### config.mk
export PLATFORM = sky130hd
export DESIGN_NAME = arp_cache_with_request_retry_core
export DESIGN_NICKNAME = d
export VERILOG_FILES = /design/src/hdl/arpc_pkg.sv /design/src/hdl/arp_cache_with_request_retry_core.sv
export SDC_FILE = /design/constraint.sdc
export NUM_CORES = 2
export LEC_CHECK = 0
export ABC_AREA = 1
export BUFFER_PORTS_ARGS = -buffer_cell sky130_fd_sc_hd__buf_2
export CAP_MARGIN = 5
export CORE_ASPECT_RATIO = 1.5
export CORE_MARGIN = 2
export CORE_UTILIZATION = 57
export DETAILED_ROUTE_END_ITERATION = 16
export GPL_TIMING_DRIVEN = 0
export PLACE_DENSITY_LB_ADDON = 0.08
export REMOVE_ABC_BUFFERS = 1
export SYNTH_ARGS = -nofsm -noshare
export SYNTH_HDL_FRONTEND = slang
export SYNTH_SLANG_ARGS = --single-unit
export TNS_END_PERCENT = 100
### constraint.sdc
create_clock -name clk -period 5.8 [get_ports clk]
set_input_delay 0.29 -clock clk [delete_from_list [all_inputs] [get_ports clk]]
set_output_delay 0.29 -clock clk [all_outputs]
set_load 0.1 [all_outputs]
### src/hdl/arpc_pkg.sv
// Shared constants, opcodes and event codes for the ARP cache core.
package arpc_pkg;

    // Table sizes and result limit
    localparam int REQ_SLOTS   = 16;
    localparam int ENTRY_SLOTS = 16;
    localparam int MAX_RESULTS = 16;

    localparam int REQ_IW  = (REQ_SLOTS > 1) ? $clog2(REQ_SLOTS) : 1;
    localparam int ENT_IW  = (ENTRY_SLOTS > 1) ? $clog2(ENTRY_SLOTS) : 1;
    localparam int SCAN_W  = (REQ_IW > ENT_IW) ? REQ_IW : ENT_IW;
    localparam int EVCNT_W = $clog2(MAX_RESULTS + 1);

    // Field widths
    localparam int IP_W    = 32;
    localparam int MAC_W   = 48;
    localparam int AGE_W   = 16;
    localparam int SENDS_W = 4;
    localparam int KIND_W  = 3;
    localparam int OP_W    = 2;

    // Configuration port
    localparam int CFG_IDX_W  = 2;
    localparam int CFG_DATA_W = 16;
    localparam logic [CFG_IDX_W-1:0] REG_TIMEOUT    = 2'd0;
    localparam logic [CFG_IDX_W-1:0] REG_SEND_LIMIT = 2'd1;
    localparam logic [AGE_W-1:0]     TIMEOUT_RESET  = 16'd10;
    localparam logic [SENDS_W-1:0]   LIMIT_RESET    = 4'd7;

    // Opcodes
    localparam logic [OP_W-1:0] OP_TICK   = 2'd0;
    localparam logic [OP_W-1:0] OP_QUEUE  = 2'd1;
    localparam logic [OP_W-1:0] OP_ADD    = 2'd2;
    localparam logic [OP_W-1:0] OP_LOOKUP = 2'd3;

    // Event kinds
    localparam logic [KIND_W-1:0] EV_SEND    = 3'd0;
    localparam logic [KIND_W-1:0] EV_DROP    = 3'd1;
    localparam logic [KIND_W-1:0] EV_HIT     = 3'd2;
    localparam logic [KIND_W-1:0] EV_MISS    = 3'd3;
    localparam logic [KIND_W-1:0] EV_RELEASE = 3'd4;
    localparam logic [KIND_W-1:0] EV_IGNORED = 3'd5;
    localparam logic [KIND_W-1:0] EV_FULL    = 3'd6;

    // Saturation limits
    localparam logic [AGE_W-1:0]   AGE_MAX   = '1;
    localparam logic [SENDS_W-1:0] SENDS_MAX = '1;

    // One result item
    typedef struct packed {
        logic [KIND_W-1:0] kind;
        logic [IP_W-1:0]   ip;
        logic [MAC_W-1:0]  mac;
    } event_t;

endpackage

### src/hdl/arp_cache_with_request_retry_core.sv
// ARP cache with pending request retry: sequencer, slot tables and output buffering.
// Tick scans the request slots then the entry slots; queue scans requests, add both
// tables, lookup entries, each then a final step; a new item is taken only in idle.
// The shared compare/age unit visits one slot per cycle unless the scan is stalled,
// and output back-pressure stalls the scan only when two results wait.
// Reset clears all valid bits at once and loads timeout 10, send limit 7.
module arp_cache_with_request_retry_core
    import arpc_pkg::*;
(
    input  logic                  clk,
    input  logic                  rst_n,
    input  logic                  cfg_wr_en,
    input  logic [CFG_IDX_W-1:0]  cfg_index,
    input  logic [CFG_DATA_W-1:0] cfg_data,
    input  logic                  in_valid,
    output logic                  in_ready,
    input  logic [OP_W-1:0]       opcode,
    input  logic [IP_W-1:0]       ip_address,
    input  logic [MAC_W-1:0]      mac_address,
    output logic                  out_valid,
    input  logic                  out_ready,
    output logic [KIND_W-1:0]     event_kind,
    output logic [IP_W-1:0]       out_ip,
    output logic [MAC_W-1:0]      out_mac,
    output logic                  last_event
);

    // Sequencer states
    localparam logic [2:0] S_IDLE  = 3'd0;
    localparam logic [2:0] S_REQ   = 3'd1;
    localparam logic [2:0] S_ENT   = 3'd2;
    localparam logic [2:0] S_FIN   = 3'd3;
    localparam logic [2:0] S_DRAIN = 3'd4;

    localparam logic [SCAN_W-1:0] REQ_LAST = SCAN_W'(REQ_SLOTS - 1);
    localparam logic [SCAN_W-1:0] ENT_LAST = SCAN_W'(ENTRY_SLOTS - 1);

    // Configuration registers
    logic [AGE_W-1:0]   timeout_reg;
    logic [SENDS_W-1:0] limit_reg;

    // Slot tables
    logic [REQ_SLOTS-1:0]   req_valid_reg;
    logic [IP_W-1:0]        req_ip_reg    [REQ_SLOTS];
    logic [SENDS_W-1:0]     req_sends_reg [REQ_SLOTS];
    logic [AGE_W-1:0]       req_age_reg   [REQ_SLOTS];
    logic [ENTRY_SLOTS-1:0] ent_valid_reg;
    logic [IP_W-1:0]        ent_ip_reg    [ENTRY_SLOTS];
    logic [MAC_W-1:0]       ent_mac_reg   [ENTRY_SLOTS];
    logic [AGE_W-1:0]       ent_age_reg   [ENTRY_SLOTS];

    // Sequencer registers
    logic [2:0]         state_reg, state_next;
    logic [OP_W-1:0]    op_reg;
    logic [IP_W-1:0]    ip_reg;
    logic [MAC_W-1:0]   mac_reg;
    logic [SCAN_W-1:0]  idx_reg, idx_next;
    logic [EVCNT_W-1:0] evcnt_reg, evcnt_next;

    // Scan findings
    logic              rmatch_reg, rmatch_next;
    logic [REQ_IW-1:0] rmatch_idx_reg, rmatch_idx_next;
    logic              rfree_reg, rfree_next;
    logic [REQ_IW-1:0] rfree_idx_reg, rfree_idx_next;
    logic              ematch_reg, ematch_next;
    logic [ENT_IW-1:0] ematch_idx_reg, ematch_idx_next;
    logic              efree_reg, efree_next;
    logic [ENT_IW-1:0] efree_idx_reg, efree_idx_next;
    logic [ENT_IW-1:0] oldest_idx_reg, oldest_idx_next;
    logic [AGE_W-1:0]  oldest_age_reg, oldest_age_next;
    logic [MAC_W-1:0]  hit_mac_reg, hit_mac_next;

    // Hold and output stages
    logic   hold_valid_reg, hold_valid_next;
    event_t hold_reg, hold_next;
    logic   out_valid_reg, out_valid_next;
    event_t out_reg, out_next;
    logic   out_last_reg, out_last_next;

    // Slot reads at the scan pointer
    logic [REQ_IW-1:0]  r_idx;
    logic [ENT_IW-1:0]  e_idx;
    logic               rq_vld, en_vld;
    logic [IP_W-1:0]    rq_ip, en_ip;
    logic [SENDS_W-1:0] rq_sends;
    logic [AGE_W-1:0]   rq_age, en_age;
    logic [MAC_W-1:0]   en_mac;
    logic [AGE_W-1:0]   age_inc_r, age_inc_e;
    logic               to_r, to_e;

    // Emit path
    logic   out_free, can_emit, advance;
    logic   ev_fire, ev_push;
    event_t ev;

    // Table write controls
    logic               rq_we, rq_wip_en, rv_we, rv_wd;
    logic [REQ_IW-1:0]  rq_wa, rv_wa;
    logic [SENDS_W-1:0] rq_wsends;
    logic [AGE_W-1:0]   rq_wage;
    logic               ee_we, ee_wip_en, nv_we, nv_wd;
    logic [ENT_IW-1:0]  ee_wa, nv_wa, add_slot;
    logic [AGE_W-1:0]   ee_wage;

    assign r_idx     = idx_reg[REQ_IW-1:0];
    assign e_idx     = idx_reg[ENT_IW-1:0];
    assign rq_vld    = req_valid_reg[r_idx];
    assign rq_ip     = req_ip_reg[r_idx];
    assign rq_sends  = req_sends_reg[r_idx];
    assign rq_age    = req_age_reg[r_idx];
    assign en_vld    = ent_valid_reg[e_idx];
    assign en_ip     = ent_ip_reg[e_idx];
    assign en_mac    = ent_mac_reg[e_idx];
    assign en_age    = ent_age_reg[e_idx];

    // Saturating age step and timeout compare
    assign age_inc_r = (rq_age == AGE_MAX) ? AGE_MAX : rq_age + 1'b1;
    assign age_inc_e = (en_age == AGE_MAX) ? AGE_MAX : en_age + 1'b1;
    assign to_r      = age_inc_r >= timeout_reg;
    assign to_e      = age_inc_e >= timeout_reg;

    // A step may push a result only if the hold slot can empty into the output
    assign out_free  = !out_valid_reg || out_ready;
    assign can_emit  = !hold_valid_reg || out_free;
    assign advance   = can_emit;
    assign ev_push   = ev_fire && (evcnt_reg < EVCNT_W'(MAX_RESULTS));

    assign add_slot  = ematch_reg ? ematch_idx_reg :
                       (efree_reg ? efree_idx_reg : oldest_idx_reg);

    // Per-step event and table updates
    always_comb
    begin
        ev_fire   = 1'b0;
        ev        = '{kind: EV_SEND, ip: ip_reg, mac: '0};
        rq_we     = 1'b0;
        rq_wip_en = 1'b0;
        rq_wa     = r_idx;
        rq_wsends = rq_sends;
        rq_wage   = age_inc_r;
        rv_we     = 1'b0;
        rv_wa     = r_idx;
        rv_wd     = 1'b0;
        ee_we     = 1'b0;
        ee_wip_en = 1'b0;
        ee_wa     = e_idx;
        ee_wage   = age_inc_e;
        nv_we     = 1'b0;
        nv_wa     = e_idx;
        nv_wd     = 1'b0;
        if (advance)
        begin
            unique case (state_reg)
                S_REQ:
                begin
                    // Tick ages each live request, resends or drops it on timeout
                    if (op_reg == OP_TICK && rq_vld)
                    begin
                        rq_we = 1'b1;
                        if (to_r)
                        begin
                            ev_fire = 1'b1;
                            ev.ip   = rq_ip;
                            if (rq_sends >= limit_reg)
                            begin
                                ev.kind = EV_DROP;
                                rv_we   = 1'b1;
                            end
                            else
                            begin
                                ev.kind   = EV_SEND;
                                rq_wsends = (rq_sends == SENDS_MAX) ? SENDS_MAX
                                                                    : rq_sends + 1'b1;
                                rq_wage   = '0;
                            end
                        end
                    end
                end
                S_ENT:
                begin
                    // Tick ages each live entry and expires it on timeout
                    if (op_reg == OP_TICK && en_vld)
                    begin
                        ee_we = 1'b1;
                        if (to_e)
                        begin
                            nv_we = 1'b1;
                        end
                    end
                end
                S_FIN:
                begin
                    priority if (op_reg == OP_QUEUE)
                    begin
                        if (!rmatch_reg)
                        begin
                            ev_fire = 1'b1;
                            if (!rfree_reg)
                            begin
                                ev.kind = EV_FULL;
                            end
                            else if (limit_reg == '0)
                            begin
                                ev.kind = EV_DROP;
                            end
                            else
                            begin
                                ev.kind   = EV_SEND;
                                rq_we     = 1'b1;
                                rq_wip_en = 1'b1;
                                rq_wa     = rfree_idx_reg;
                                rq_wsends = SENDS_W'(1);
                                rq_wage   = '0;
                                rv_we     = 1'b1;
                                rv_wa     = rfree_idx_reg;
                                rv_wd     = 1'b1;
                            end
                        end
                    end
                    else if (op_reg == OP_ADD)
                    begin
                        ev_fire = 1'b1;
                        if (!rmatch_reg)
                        begin
                            ev.kind = EV_IGNORED;
                        end
                        else
                        begin
                            ev.kind   = EV_RELEASE;
                            ev.mac    = mac_reg;
                            ee_we     = 1'b1;
                            ee_wip_en = 1'b1;
                            ee_wa     = add_slot;
                            ee_wage   = '0;
                            nv_we     = 1'b1;
                            nv_wa     = add_slot;
                            nv_wd     = 1'b1;
                            rv_we     = 1'b1;
                            rv_wa     = rmatch_idx_reg;
                            rv_wd     = 1'b0;
                        end
                    end
                    else
                    begin
                        ev_fire = 1'b1;
                        ev.kind = ematch_reg ? EV_HIT : EV_MISS;
                        ev.mac  = ematch_reg ? hit_mac_reg : '0;
                    end
                end
                default:
                begin
                end
            endcase
        end
    end

    // Sequencer, scan findings and result buffering
    always_comb
    begin
        state_next      = state_reg;
        idx_next        = idx_reg;
        evcnt_next      = evcnt_reg;
        rmatch_next     = rmatch_reg;
        rmatch_idx_next = rmatch_idx_reg;
        rfree_next      = rfree_reg;
        rfree_idx_next  = rfree_idx_reg;
        ematch_next     = ematch_reg;
        ematch_idx_next = ematch_idx_reg;
        efree_next      = efree_reg;
        efree_idx_next  = efree_idx_reg;
        oldest_idx_next = oldest_idx_reg;
        oldest_age_next = oldest_age_reg;
        hit_mac_next    = hit_mac_reg;
        hold_valid_next = hold_valid_reg;
        hold_next       = hold_reg;
        out_valid_next  = out_valid_reg && !out_ready;
        out_next        = out_reg;
        out_last_next   = out_last_reg;

        // New result: earlier held one moves on as a middle result
        if (ev_push)
        begin
            if (hold_valid_reg)
            begin
                out_valid_next = 1'b1;
                out_next       = hold_reg;
                out_last_next  = 1'b0;
            end
            hold_valid_next = 1'b1;
            hold_next       = ev;
            evcnt_next      = evcnt_reg + 1'b1;
        end

        unique case (state_reg)
            S_IDLE:
            begin
                if (in_valid)
                begin
                    idx_next    = '0;
                    evcnt_next  = '0;
                    rmatch_next = 1'b0;
                    rfree_next  = 1'b0;
                    ematch_next = 1'b0;
                    efree_next  = 1'b0;
                    state_next  = (opcode == OP_LOOKUP) ? S_ENT : S_REQ;
                end
            end
            S_REQ:
            begin
                if (advance)
                begin
                    if (rq_vld && rq_ip == ip_reg && !rmatch_reg)
                    begin
                        rmatch_next     = 1'b1;
                        rmatch_idx_next = r_idx;
                    end
                    if (!rq_vld && !rfree_reg)
                    begin
                        rfree_next     = 1'b1;
                        rfree_idx_next = r_idx;
                    end
                    if (idx_reg == REQ_LAST)
                    begin
                        idx_next   = '0;
                        state_next = (op_reg == OP_QUEUE) ? S_FIN : S_ENT;
                    end
                    else
                    begin
                        idx_next = idx_reg + 1'b1;
                    end
                end
            end
            S_ENT:
            begin
                if (advance)
                begin
                    if (en_vld && en_ip == ip_reg && !ematch_reg)
                    begin
                        ematch_next     = 1'b1;
                        ematch_idx_next = e_idx;
                        hit_mac_next    = en_mac;
                    end
                    if (!en_vld && !efree_reg)
                    begin
                        efree_next     = 1'b1;
                        efree_idx_next = e_idx;
                    end
                    // Oldest entry: largest age, first slot wins ties
                    if (idx_reg == '0 || en_age > oldest_age_reg)
                    begin
                        oldest_idx_next = e_idx;
                        oldest_age_next = en_age;
                    end
                    if (idx_reg == ENT_LAST)
                    begin
                        idx_next   = '0;
                        state_next = (op_reg == OP_TICK) ? S_DRAIN : S_FIN;
                    end
                    else
                    begin
                        idx_next = idx_reg + 1'b1;
                    end
                end
            end
            S_FIN:
            begin
                if (advance)
                begin
                    state_next = S_DRAIN;
                end
            end
            S_DRAIN:
            begin
                // The held result is the final one of this item
                if (!hold_valid_reg)
                begin
                    state_next = S_IDLE;
                end
                else if (out_free)
                begin
                    out_valid_next  = 1'b1;
                    out_next        = hold_reg;
                    out_last_next   = 1'b1;
                    hold_valid_next = 1'b0;
                    state_next      = S_IDLE;
                end
            end
            default:
            begin
                state_next = S_IDLE;
            end
        endcase
    end

    // Control registers
    always_ff @(posedge clk or negedge rst_n)
    begin
        if (!rst_n)
        begin
            state_reg      <= S_IDLE;
            hold_valid_reg <= 1'b0;
            out_valid_reg  <= 1'b0;
            evcnt_reg      <= '0;
            timeout_reg    <= TIMEOUT_RESET;
            limit_reg      <= LIMIT_RESET;
            req_valid_reg  <= '0;
            ent_valid_reg  <= '0;
        end
        else
        begin
            state_reg      <= state_next;
            hold_valid_reg <= hold_valid_next;
            out_valid_reg  <= out_valid_next;
            evcnt_reg      <= evcnt_next;
            if (cfg_wr_en && cfg_index == REG_TIMEOUT)
            begin
                timeout_reg <= cfg_data[AGE_W-1:0];
            end
            if (cfg_wr_en && cfg_index == REG_SEND_LIMIT)
            begin
                limit_reg <= cfg_data[SENDS_W-1:0];
            end
            if (rv_we)
            begin
                req_valid_reg[rv_wa] <= rv_wd;
            end
            if (nv_we)
            begin
                ent_valid_reg[nv_wa] <= nv_wd;
            end
        end
    end

    // Payload registers and table contents
    always_ff @(posedge clk)
    begin
        if (state_reg == S_IDLE && in_valid)
        begin
            op_reg  <= opcode;
            ip_reg  <= ip_address;
            mac_reg <= mac_address;
        end
        idx_reg        <= idx_next;
        rmatch_reg     <= rmatch_next;
        rmatch_idx_reg <= rmatch_idx_next;
        rfree_reg      <= rfree_next;
        rfree_idx_reg  <= rfree_idx_next;
        ematch_reg     <= ematch_next;
        ematch_idx_reg <= ematch_idx_next;
        efree_reg      <= efree_next;
        efree_idx_reg  <= efree_idx_next;
        oldest_idx_reg <= oldest_idx_next;
        oldest_age_reg <= oldest_age_next;
        hit_mac_reg    <= hit_mac_next;
        hold_reg       <= hold_next;
        out_reg        <= out_next;
        out_last_reg   <= out_last_next;
        if (rq_we)
        begin
            req_sends_reg[rq_wa] <= rq_wsends;
            req_age_reg[rq_wa]   <= rq_wage;
        end
        if (rq_wip_en)
        begin
            req_ip_reg[rq_wa] <= ip_reg;
        end
        if (ee_we)
        begin
            ent_age_reg[ee_wa] <= ee_wage;
        end
        if (ee_wip_en)
        begin
            ent_ip_reg[ee_wa]  <= ip_reg;
            ent_mac_reg[ee_wa] <= mac_reg;
        end
    end

    // Ports
    assign in_ready   = (state_reg == S_IDLE);
    assign out_valid  = out_valid_reg;
    assign event_kind = out_reg.kind;
    assign out_ip     = out_reg.ip;
    assign out_mac    = out_reg.mac;
    assign last_event = out_last_reg;

    // Checks
    a_idle_hold_empty: assert property (@(posedge clk) disable iff (!rst_n)
        (state_reg == S_IDLE) |-> !hold_valid_reg)
        else $error("held result left behind at idle");

    a_fin_hold_empty: assert property (@(posedge clk) disable iff (!rst_n)
        (state_reg == S_FIN) |-> !hold_valid_reg)
        else $error("result held before the final step");

    a_evcnt_bound: assert property (@(posedge clk) disable iff (!rst_n)
        evcnt_reg <= EVCNT_W'(MAX_RESULTS))
        else $error("result count beyond limit");

    a_drain_last: assert property (@(posedge clk) disable iff (!rst_n)
        (state_reg == S_DRAIN && hold_valid_reg && out_free) |=>
        (out_valid_reg && out_last_reg))
        else $error("final result not marked last");

endmodule

# After elaboration in Yosys (flattened, before gate mapping)
# Memory sizes are Yosys's and may differ from the RTL's. A register that Yosys moved wholly into a read port is not among the register bits.
# Index checks and enable logic that the tools add are counted.
# word_totals
out_inout_bits,86
elab_cells,295
inputBits,105
mem_count,6
ram_bits,2368
ff_bits,355
# classes
n_addsub,5
reduce_logical,48
bitwise_logic,2
muxes,169
eq_ne,26
magnitude_cmp,10
# memory_table
name,depth,word_bits,rd,rd_ports_with_merged_regs,wr,line,text
ent_mac_reg,16,48,1,1,1,arp_cache_with_request_retry_core.sv:49,logic [MAC_W-1:0] ent_mac_reg [ENTRY_SLOTS];
ent_ip_reg,16,32,1,1,1,arp_cache_with_request_retry_core.sv:48,logic [IP_W-1:0] ent_ip_reg [ENTRY_SLOTS];
req_ip_reg,16,32,1,1,1,arp_cache_with_request_retry_core.sv:44,logic [IP_W-1:0] req_ip_reg [REQ_SLOTS];
ent_age_reg,16,16,1,1,1,arp_cache_with_request_retry_core.sv:50,logic [AGE_W-1:0] ent_age_reg [ENTRY_SLOTS];
req_age_reg,16,16,1,1,1,arp_cache_with_request_retry_core.sv:46,logic [AGE_W-1:0] req_age_reg [REQ_SLOTS];
req_sends_reg,16,4,1,1,1,arp_cache_with_request_retry_core.sv:45,logic [SENDS_W-1:0] req_sends_reg [REQ_SLOTS];
# ops
op,n
2-to-1 mux 83 bit,5
2-to-1 mux 16 bit,15
2-to-1 mux 48 bit,5
2-to-1 mux 4 bit,35
2-to-1 mux 80 bit,1
2-to-1 mux 35 bit,2
2-to-1 mux 1 bit,68
equality test 32 bit,2
2-to-1 mux 3 bit,13
"adder 16 x 1 -> 16 bit, second input constant",2
bitwise mux 16 bit,2
"equality test 16 bit, second input constant",2
>= comparator 16 bit,2
2-to-1 mux 32 bit,1
case mux 16 bit (2 select lines),1
"!= test 2 bit, second input constant",10
case mux 1 bit (2 select lines),9
AND reduction 3 bit,6
greater-than comparator 16 bit,1
case mux 4 bit (2 select lines),2
AND reduction 4 bit,4
logical AND 1 bit,15
"less-than comparator 4 x 5 -> 1 bit, second input constant",3
2-to-1 mux 5 bit,3
28 further kinds,51

# Longest topological paths before layout
# depth
depth_word,12
mapped_depth,35
depth_no_buf,31

# Least setup slack after synthesis
# OpenSTA, ideal clock, no wires.
# synth_path
path_kind,flip-flop to flip-flop
start,register out_valid_reg (netlist: out_valid)
end,"memory ent_ip_reg[12][0], enable pin"
path_buffers,1
path_stages_with_launch,12
required_ns,5.281
period_less_slack_ns,6.010
setup_ns,0.519
path_slack_ns,-0.210
arrival_time_ns,5.491
path_cell_list,dfrtp_1 inv_1 nor2_1 nand2_1 nand2_2 nor2_4 buf_4 o21ai_1 inv_1 nor2_2 nand2_1 nor2_1
# synth_between
elab_chain_cells,6
elab_cells_between_ends,7
classes_between,4 x mux; 3 x reduce/logical
# synth_lines
item,line,text
from (decl),arp_cache_with_request_retry_core.sv:76,"logic out_valid_reg, out_valid_next;"
from (signal assigned),arp_cache_with_request_retry_core.sv:413,out_valid_reg <= out_valid_next;
logical NOT 1 bit (*),arp_cache_with_request_retry_core.sv:123,assign out_free = !out_valid_reg || out_ready;
logical OR 1 bit (*),arp_cache_with_request_retry_core.sv:123,
logical OR 1 bit (*),arp_cache_with_request_retry_core.sv:124,assign can_emit = !hold_valid_reg || out_free;
2-to-1 mux 1 bit,arp_cache_with_request_retry_core.sv:151,if (advance)
2-to-1 mux 1 bit,arp_cache_with_request_retry_core.sv:471,if (ee_wip_en)
2-to-1 mux 1 bit (implied by the code),arp_cache_with_request_retry_core.sv:473,ent_ip_reg[ee_wa] <= ip_reg;
to (decl),arp_cache_with_request_retry_core.sv:48,
# Every way passes the cells marked *; elsewhere a longest branch is shown, timed or not.

==> results.json <==
{
  "status": "finished clean",
  "grt_util_all_layers_pct": 31.4,
  "clock_path_buffers": 4,
  "power_density_nw_per_um2": 508,
  "core_um2": 196000,
  "ys_types": 53,
  "worst_slew_pin_slew_ns": 1.31,
  "p_leak_nw": 45.0,
  "arrival_ns": 6.42,
  "fmax_mhz": 175,
  "cts_max_level": 4,
  "io_pins": 191,
  "fp.dieW_um": 367,
  "fillers": 14300,
  "start_util_pct": 57.4,
  "combinationalPowerShare_pct": 35.5,
  "avgSynthCellArea_um2": 12.2,
  "synth_cells": 9192,
  "wl_um": 323000,
  "slowest_stage": "dfxtp_4",
  "hpwl_um": 182000,
  "grt_overflow_total": 0,
  "drc": 0,
  "clkTransAtPathRegs_ns": 0.07,
  "routed_via_density": 6.14,
  "setup_ws_ns": 0.0968,
  "rr_endpoint": "ent_valid_reg[13]",
  "fin_crit_sh_pct": 98.3,
  "synth_seq_cells": 2775,
  "syn_area_um2": 112000,
  "start_kind": "register",
  "io_buffer_count": 190,
  "crit_type": "register to register",
  "p_int_mw": 40.6,
  "r2r_slack_ns": 0.1,
  "finish.utilization_pct": 66.0,
  "maxSlewViolCount": 0,
  "cp_max_fo": 82,
  "grt_max_degree": 218,
  "antenna_found_initial": 10,
  "endpoint_kind": "register",
  "seqPwrFrac_pct": 40.0,
  "rsz0062_at_grt": "yes",
  "ys_seq_area_share_pct": 73.1,
  "drv_cap": 0,
  "post_drt_wl_per_cell_um": 26.3,
  "whs_ns": 0.0752,
  "path_buf_inv": 8,
  "switching_share_pct": 38.3,
  "yosys_warnings": 0,
  "setup_viol": 0,
  "drive_gt1_share_pct": 10.3,
  "fin_worst_skew_ns": 0.0555,
  "dieArea_um2": 201000,
  "synthFlopType": "edfxtp_1",
  "fin_crit_ns": 5.70,
  "cpMostUsedCell": "nand2_1",
  "clock-sinks": 2775,
  "routabilityCongestion": 0.844,
  "finalPower_mw": 65.7,
  "hold_viol": 0,
  "critical_path.top_delay_family": "simple AND/OR/NAND/NOR gates",
  "cp_slowest_stage_delay_ns": 0.44,
  "async_reset_ff_share_pct": 2.23,
  "cts_buffers": 248,
  "rows": 199,
  "die-height_um": 548,
  "drtIter0Drc": 8339,
  "grt_pass1_vias": 72600,
  "pre_cts_slack_ns": -2.15,
  "r2r_cells": 32,
  "design_area_um2": 129000,
  "hp-class": "input pin to asynchronous set/reset pin",
  "vias": 75500,
  "clock_power_share_pct": 24.5,
  "synth_edf_count": 2625,
  "tritoncts": "done",
  "dr.pass1.iters": 6,
  "slew_headroom_pct": 12.7,
  "area_delta_synth_final_pct": 15.0,
  "placed_cells": 11600,
  "fin_setup_tns_ns": 0,
  "yosysTopAreaCell": "edfxtp_1",
  "synth_top_area_share_pct": 70.1,
  "p_switching_mw": 25.2,
  "ant_nets": 0,
  "crit_required_ns": 6.51,
  "place_area_um2": 119000,
  "synth.area.top_cells": "edfxtp_1 70%, nor2_1 5.5%, o21ai_0 4.7%",
  "clockRootBuffer": "clkbuf_16",
  "grt_pass1_wl_um": 469000,
  "fin_cells": 12300,
  "clock_latency_ns": 0.91,
  "max-vdd-ir-drop_mv": 0.410,
  "largest_register_ffs": 768,
  "fin_nets": 9624
}
cells in the final DEF, fill, tap and decap left out, types with 13 or more instances in the layout:
cell type and instances:
dfrtp_1 57, clkinv_1 49, a22oi_1 50, o21ai_0 1051, bufinv_16 17, buf_16 108
edfxtp_1 2625, clkbuf_1 65, a21oi_1 122, nor2_1 1583, nand4_1 62, inv_2 14
nand3_1 509, xor2_1 13, o221ai_1 16, nand2_1 1161, dfxtp_1 84, o22ai_1 203
nand2_2 15, clkbuf_16 255, nor2_2 29, clkinv_2 45, nor2_4 65, o211ai_1 327
ha_1 58, buf_8 14, clkbuf_8 16, o21ai_1 125, inv_1 360, dlygate4sd3_1 105
buf_4 41, buf_12 89, buf_2 189
kinds of logic after synthesis:
family          Yosys count  share of synthesized area (%)
mux                       4                         0.0401
xor+xnor                 21                          0.164
compound gates         1922                           9.72
fa+ha+maj                58                          0.645
simple gates           3472                           12.5
flops                  2775                           73.1
buf+inv                 940                           3.85
power groups by stage:
| stage | logic (mW) | registers [mW] | clock network, mW |
|---|---|---|---|
| after floorplan | 11.0 | 29.0 | 0 |
| after CTS | 22.8 | 26.3 | 16.3 |
| after global placement | 15.1 | 27.6 | 0 |
| after detailed placement | 21.8 | 26.9 | 0 |
| after global routing | 25.1 | 26.4 | 17.0 |
| final | 23.3 | 26.3 | 16.1 |
timing repair:
action	4_1_cts	5_1_grt
hold endpoints to repair	171	0
hold buffers	105	0
gates cloned	18	7
buffers inserted	19	24
endpoints found under the setup margin	597	613
pin swaps	4	8
gates resized for setup	29	32
worst max path at each step:
stage	from	endpoint	slack (ns)	depth (start not counted)
2_1_floorplan	register	event_kind[0]	-24.59	29
3_3_place_gp	register	out_mac[10]	-61.58	26
3_5_place_dp	register	out_mac[34]	-2.15	30
4_1_cts	register	out_ip[22]	0.01	30
5_1_grt	register	ent_valid_reg[13]	-0.16	32
6_report	register	ent_valid_reg[13]	0.1	32
area by class of cell:
cell class	count	area, µm²	share of cell area [%]
Sequential cell	2775	82200	63.5
Multi-Input combinational cell	5486	26800	20.7
Timing Repair Buffer	559	7660	5.92
Clock buffer	334	6800	5.25
Tap cell	2613	3270	2.53
Inverter	387	1570	1.21
Clock inverter	124	1050	0.812
Timing Repair inverter	4	36.3	0.0281
Antenna cell	2	5.00	0.00387
routing by layer:
metal / up-vias / track usage (%) / wire length (µm) / share of wire, %
met2: 3533 / 53.3 / 159000 / 49
li1: 33500 / - / - / -
met4: 4 / 13.2 / 15300 / 4.7
met5: - / 0 / 27 / 0.0083
met3: 716 / 4.50 / 26500 / 8.2
met1: 37700 / 40.8 / 123000 / 38
cells in the mapped netlist (4+ instances only):
cell	instances
dfxtp_1	88
nor2_1	1661
o211ai_1	327
ha_1	58
nand4_1	62
xor2_1	13
o22ai_1	203
a21oi_1	127
edfxtp_1	2625
dfstp_2	5
buf_4	63
o21bai_1	4
dfrtp_1	57
nand3_2	11
nor2_2	13
buf_1	30
buf_2	170
o21ai_0	1052
clkbuf_1	246
nor3_1	9
xnor2_1	8
nand3b_1	8
or2_2	6
o31ai_1	5
inv_2	19
nand2_2	12
inv_1	367
nand2_1	1168
nand3_1	510
a22oi_1	50
o21ai_1	128
buf_6	42
mux2_2	4
o221ai_1	16
Power figures use the tool's default switching activity.
